**config.mk**
```make
export PLATFORM = sky130hd
export DESIGN_NAME = frts_ctrl
export DESIGN_NICKNAME = d
export VERILOG_FILES = /design/src/rtl/frts_pkg.sv /design/src/rtl/frts_ctrl.sv
export SDC_FILE = /design/constraint.sdc
export NUM_CORES = 1
export LEC_CHECK = 0
export BUFFER_PORTS_ARGS = -buffer_cell sky130_fd_sc_hd__buf_2
export CAP_MARGIN = 20
export CORE_AREA = 2 2 39 41
export CTS_CLUSTER_SIZE = 10
export DETAILED_ROUTE_END_ITERATION = 12
export DIE_AREA = 0 0 41 43
export PLACE_DENSITY_LB_ADDON = 0.3
export SLEW_MARGIN = 20
export SYNTH_ARGS = -nofsm -noshare
export SYNTH_HDL_FRONTEND = slang
export SYNTH_SLANG_ARGS = --single-unit
```
**constraint.sdc**
```tcl
create_clock -name i_clk -period 1.2 [get_ports i_clk]
set_input_delay 0.24 -clock i_clk [delete_from_list [all_inputs] [get_ports i_clk]]
set_output_delay 0.24 -clock i_clk [all_outputs]
set_load 0.01 [all_outputs]
```
**src/rtl/frts_pkg.sv**
```systemverilog
// ----------------------------------------------------------------------------
// frts_pkg
// Shared constants, codes and types for the fractional-rate task scheduler.
// ----------------------------------------------------------------------------
package frts_pkg;

    localparam int TASKS = 16;
    localparam int IDX_W = (TASKS > 1) ? $clog2(TASKS) : 1;
    localparam int CNT_W = $clog2(TASKS + 1);

    localparam logic [1:0] FUNC_TICK = 2'd0;
    localparam logic [1:0] FUNC_ADD  = 2'd1;
    localparam logic [1:0] FUNC_MOD  = 2'd2;
    localparam logic [1:0] FUNC_REM  = 2'd3;

    localparam logic [1:0] ST_OK      = 2'd0;
    localparam logic [1:0] ST_FULL    = 2'd1;
    localparam logic [1:0] ST_UNKNOWN = 2'd2;

    localparam logic [3:0] MODE_FIXED = 4'd0;
    localparam logic [3:0] MODE_VAR   = 4'd1;

    localparam logic [17:0] RATE_ONE  = 18'h10000;
    localparam logic signed [26:0] PHASE_ONE = 27'sh10000;
    localparam logic signed [26:0] PHASE_MAX = 27'sh1FFFFFF;

    typedef struct packed {
        logic [7:0]         prio;
        logic [17:0]        rate;
        logic [3:0]         mode;
        logic signed [25:0] phase;
        logic [31:0]        bank;
        logic [15:0]        id;
    } t_entry;

    // controller -> datapath
    typedef struct packed {
        logic load;
        logic exec_op;
        logic eval;
        logic div_step;
        logic push;
        logic flush;
    } t_ctl;

    // datapath -> controller
    typedef struct packed {
        logic       is_tick;
        logic       idx_end;
        logic       ev_fire;
        logic       ev_div;
        logic       div_done;
        logic       out_free;
        logic       pend_vld;
    } t_sts;

endpackage

```
**src/rtl/frts_ctrl.sv**
```systemverilog
// ----------------------------------------------------------------------------
// frts_ctrl
// Sequencer: accepts a command word, walks the table on a tick, runs the
// divider per non-saturating fixed-mode firing, feeds the output register.
// ----------------------------------------------------------------------------
module frts_ctrl (
    input  logic          i_clk,
    input  logic          i_rst_n,
    input  logic          i_s_tvalid,
    output logic          o_s_tready,
    input  frts_pkg::t_sts i_sts,
    output frts_pkg::t_ctl o_ctl
);

    localparam logic [2:0] S_IDLE  = 3'd0;
    localparam logic [2:0] S_START = 3'd1;
    localparam logic [2:0] S_EVAL  = 3'd2;
    localparam logic [2:0] S_DIV   = 3'd3;
    localparam logic [2:0] S_PUSH  = 3'd4;
    localparam logic [2:0] S_FLUSH = 3'd5;

    logic [2:0] r_state;
    logic [2:0] n_state;

    assign o_s_tready = (r_state == S_IDLE);

    always_comb begin
        n_state = r_state;
        o_ctl   = '0;
        case (r_state)
            S_IDLE: begin
                if (i_s_tvalid) begin
                    o_ctl.load = 1'b1;
                    n_state    = S_START;
                end
            end
            S_START: begin
                if (i_sts.is_tick) begin
                    n_state = S_EVAL;
                end else begin
                    o_ctl.exec_op = 1'b1;
                    n_state       = S_FLUSH;
                end
            end
            S_EVAL: begin
                if (i_sts.idx_end) begin
                    n_state = S_FLUSH;
                end else begin
                    o_ctl.eval = 1'b1;
                    if (i_sts.ev_div) begin
                        n_state = S_DIV;
                    end else if (i_sts.ev_fire) begin
                        n_state = S_PUSH;
                    end
                end
            end
            S_DIV: begin
                o_ctl.div_step = 1'b1;
                if (i_sts.div_done) begin
                    n_state = S_PUSH;
                end
            end
            S_PUSH: begin
                if (i_sts.out_free || !i_sts.pend_vld) begin
                    o_ctl.push = 1'b1;
                    n_state    = S_EVAL;
                end
            end
            S_FLUSH: begin
                if (i_sts.out_free) begin
                    o_ctl.flush = 1'b1;
                    n_state     = S_IDLE;
                end
            end
            default: begin
                n_state = S_IDLE;
            end
        endcase
    end

    always_ff @(posedge i_clk) begin
        if (!i_rst_n) begin
            r_state <= S_IDLE;
        end else begin
            r_state <= n_state;
        end
    end

    a_div_exit: assert property (@(posedge i_clk) disable iff (!i_rst_n)
        (r_state == S_DIV && i_sts.div_done) |=> (r_state == S_PUSH))
        else $error("divider exit missed");
    a_accept_only_idle: assert property (@(posedge i_clk) disable iff (!i_rst_n)
        o_ctl.load |=> (r_state == S_START))
        else $error("load outside idle");
    a_flush_to_idle: assert property (@(posedge i_clk) disable iff (!i_rst_n)
        o_ctl.flush |=> o_s_tready)
        else $error("flush did not return to idle");

endmodule

```
==> results_dict.tcl <==
set metrics [dict create \
    ys_types 27 \
    cts_made_buffers 3 \
    largest_reg_flops 3 \
    place_inst 78 \
    drc 0 \
    grt_max_degree 9 \
    status "finished, violations left" \
    clock_latency_ns 0.23 \
    routed-wl-met2_um 457 \
    fillCellCount 134 \
    powerDensity_mw_per_mm2 2060 \
    hold_path_class "in2reg" \
    ys_seq_area_frac 0.180 \
    drtIter0Drc 2 \
    gp_congestion 0.731 \
    cts_root_buffer "clkbuf_4" \
    hpwlAfterDp_um 641 \
    critPathMaxFanout 5 \
    drv_slew 0 \
    path_class "reg2out" \
    synth_fp_nets 50 \
    nets 81 \
    fp.dieH_um 43 \
    tightest_slew_ns 0.285 \
    synthFlopType "dfxtp_1" \
    cp-end-kind "output port" \
    fmaxAchievable_mhz 723 \
    setup-violations-final 10 \
    multi_input_comb_area_um2 309 \
    highest_layer "met4" \
    start_kind "flip-flop" \
    yosys.area.top_type_share 0.180 \
    overflow 0 \
    p_leak_nw 0.280 \
    cp.arrival_ns 1.14 \
    ioPinCount 17 \
    ys_ff_latch 3 \
    final.period_utilization 1.15 \
    fin_worst_skew_ns 0.00224 \
    area_growth_pct 91.4 \
    fin_total_pwr_mw 1.32 \
    yosysWarnings 0 \
    synth_area_leaders "dfxtp_1 18%, nor4b_4 7.1%, buf_6 6.7%" \
    register_area_um2 71.3 \
    die_x_um 41 \
    htreeDepth 1 \
    numPortBuffers 16 \
    worstPathRequired_ns 0.96 \
    viasPerCell 4.58 \
    grt_setup_unrepaired "yes" \
    clock_power_share 0.133 \
    drt-met1-wl_um 368 \
    final_cells 86 \
    initial_core_util 0.241 \
    p_int_uw 837 \
    switching_share 0.364 \
    dieArea_mm2 0.00176 \
    cts_num_sinks 3 \
    avgSynthCellArea_um2 8.35 \
    layout_setup_ws_ns -0.184 \
    rows 14 \
    synth-edff-count 0 \
    finish.utilization 0.462 \
    grt_first_pass_wirelength_mm 1.45 \
    core-area_mm2 0.00138 \
    finalWirelength_um 894 \
    clk_path_buf_depth 2 \
    fin_crit_ns 1.38 \
    drv_cap 0 \
    vias 394 \
    yosysTopAreaCell "dfxtp_1" \
    dr_wl_met3_um 54 \
    synth_area_um2 334 \
    grt_pass1_vias 355 \
    power_switching_uw 478 \
    drive_gt1_frac 0.714 \
    violations "negative setup slack" \
    hold_slack_ns 0.299 \
    hold_viol 0 \
    pwr-share-seq 0.215 \
    combPwrFrac 0.652 \
    reg_top3 "r_state: 3 flops" \
    tritoncts "built" \
    antenna_cells 0 \
    pre_cts_ws_ns -0.204 \
    synthTopCellsByCount "5 x nor2_1, 3 x dfxtp_1, 3 x nand2_1" \
    slew_headroom 0.810 \
    dr.pass1.iters 3 \
    antenna_found_initial 0 \
    async_reset_ff_frac 0 \
    grtUsageTotal 0.121 \
    routedWlPerCell_um 10.4 \
    top_register "r_state" \
    drtAntennaViolNets 0 \
    cts.clk_slew.worst_paths_ns 0.03 \
    post-synth-top-count-cell "nor2_1" \
    vdd_ir_drop_max_v 0.000955 \
    synthCells 40 \
]
==> worst paths after layout <==
| path | start | endpoint | slack (ns) | cells after the start |
|---|---|---|---|---|
| setup reg to reg | r_state[0] | r_state[2] | -0.17 | 5 |
| setup / recovery | r_state[2] | o_ctl[5] | -0.18 | 4 |
| hold / removal | i_rst_n | r_state[0] | 0.30 | 2 |
| hold reg to reg | r_state[1] | r_state[1] | 0.54 | 2 |
==> worst max-delay path, stage by stage, from the launching register on <==
cell and delay (ns):
dfxtp_4 0.38, nor3_4 0.19, buf_4 0.13, and2_4 0.12, buf_6 0.09
==> metrics by stage <==
step | cell area [µm²] | TNS, ns
2_1_floorplan | 350 | -0.259
3_3_place_gp | 484 | -0.668
4_1_cts | 587 | -1.40
6_report | 639 | -1.32
3_5_place_dp | 484 | -0.759
5_1_grt | 639 | -1.92
==> kinds of logic (layout without fill, tap and decap cells) <==
group | after synthesis | count (layout) | share of synthesized area
and+or+nand+nor | 24 | 24 | 0.513
AOI/OAI and AO/OA | 7 | 7 | 0.172
buffers and inverters | 5 | 35 | 0.105
DFF | 3 | 3 | 0.180
muxes | 1 | 1 | 0.0300
==> cell usage in the layout (no fill, tap or decap), drive strengths merged, types with 2 or more instances in the layout <==
cell type,synthesis,layout
nor2,5,5
and2,3,3
o21ai,2,2
buf,3,29
nand2,3,3
nor2b,2,2
inv,2,2
nor3,2,2
clkbuf,0,4
nor3b,2,2
dfxtp,3,3
==> area by class of cell <==
cell class,count,area share
Timing Repair Buffer,29,0.321
Clock buffer,4,0.0411
Inverter,2,0.0117
Tap cell,16,0.0313
Multi-Input combinational cell,32,0.483
Sequential cell,3,0.112
==> routing by layer <==
metal / vias up / global-route usage
li1: 202 / -
met1: 178 / 0.157
met2: 12 / 0.169
met3: 2 / 0.0471
met4: 0 / 0.0600
met5: - / 0
==> what timing repair did <==
action                     in CTS  in global routing
resized for setup              14                 10
setup buffers                   3                  1
pin swaps                       5                 11
hold buffers                    0                  0
setup endpoints to repair      10                 10
==> power groups by stage <==
stage	sequential [mW]	clock, mW	combinational, mW
6_report	0.282	0.175	0.858
4_1_cts	0.269	0.181	0.746
2_1_floorplan	0.185	0	0.460
3_3_place_gp	0.251	0	0.603
5_1_grt	0.291	0.196	0.949
3_5_place_dp	0.255	0	0.598
Power figures use the tool's default switching activity.
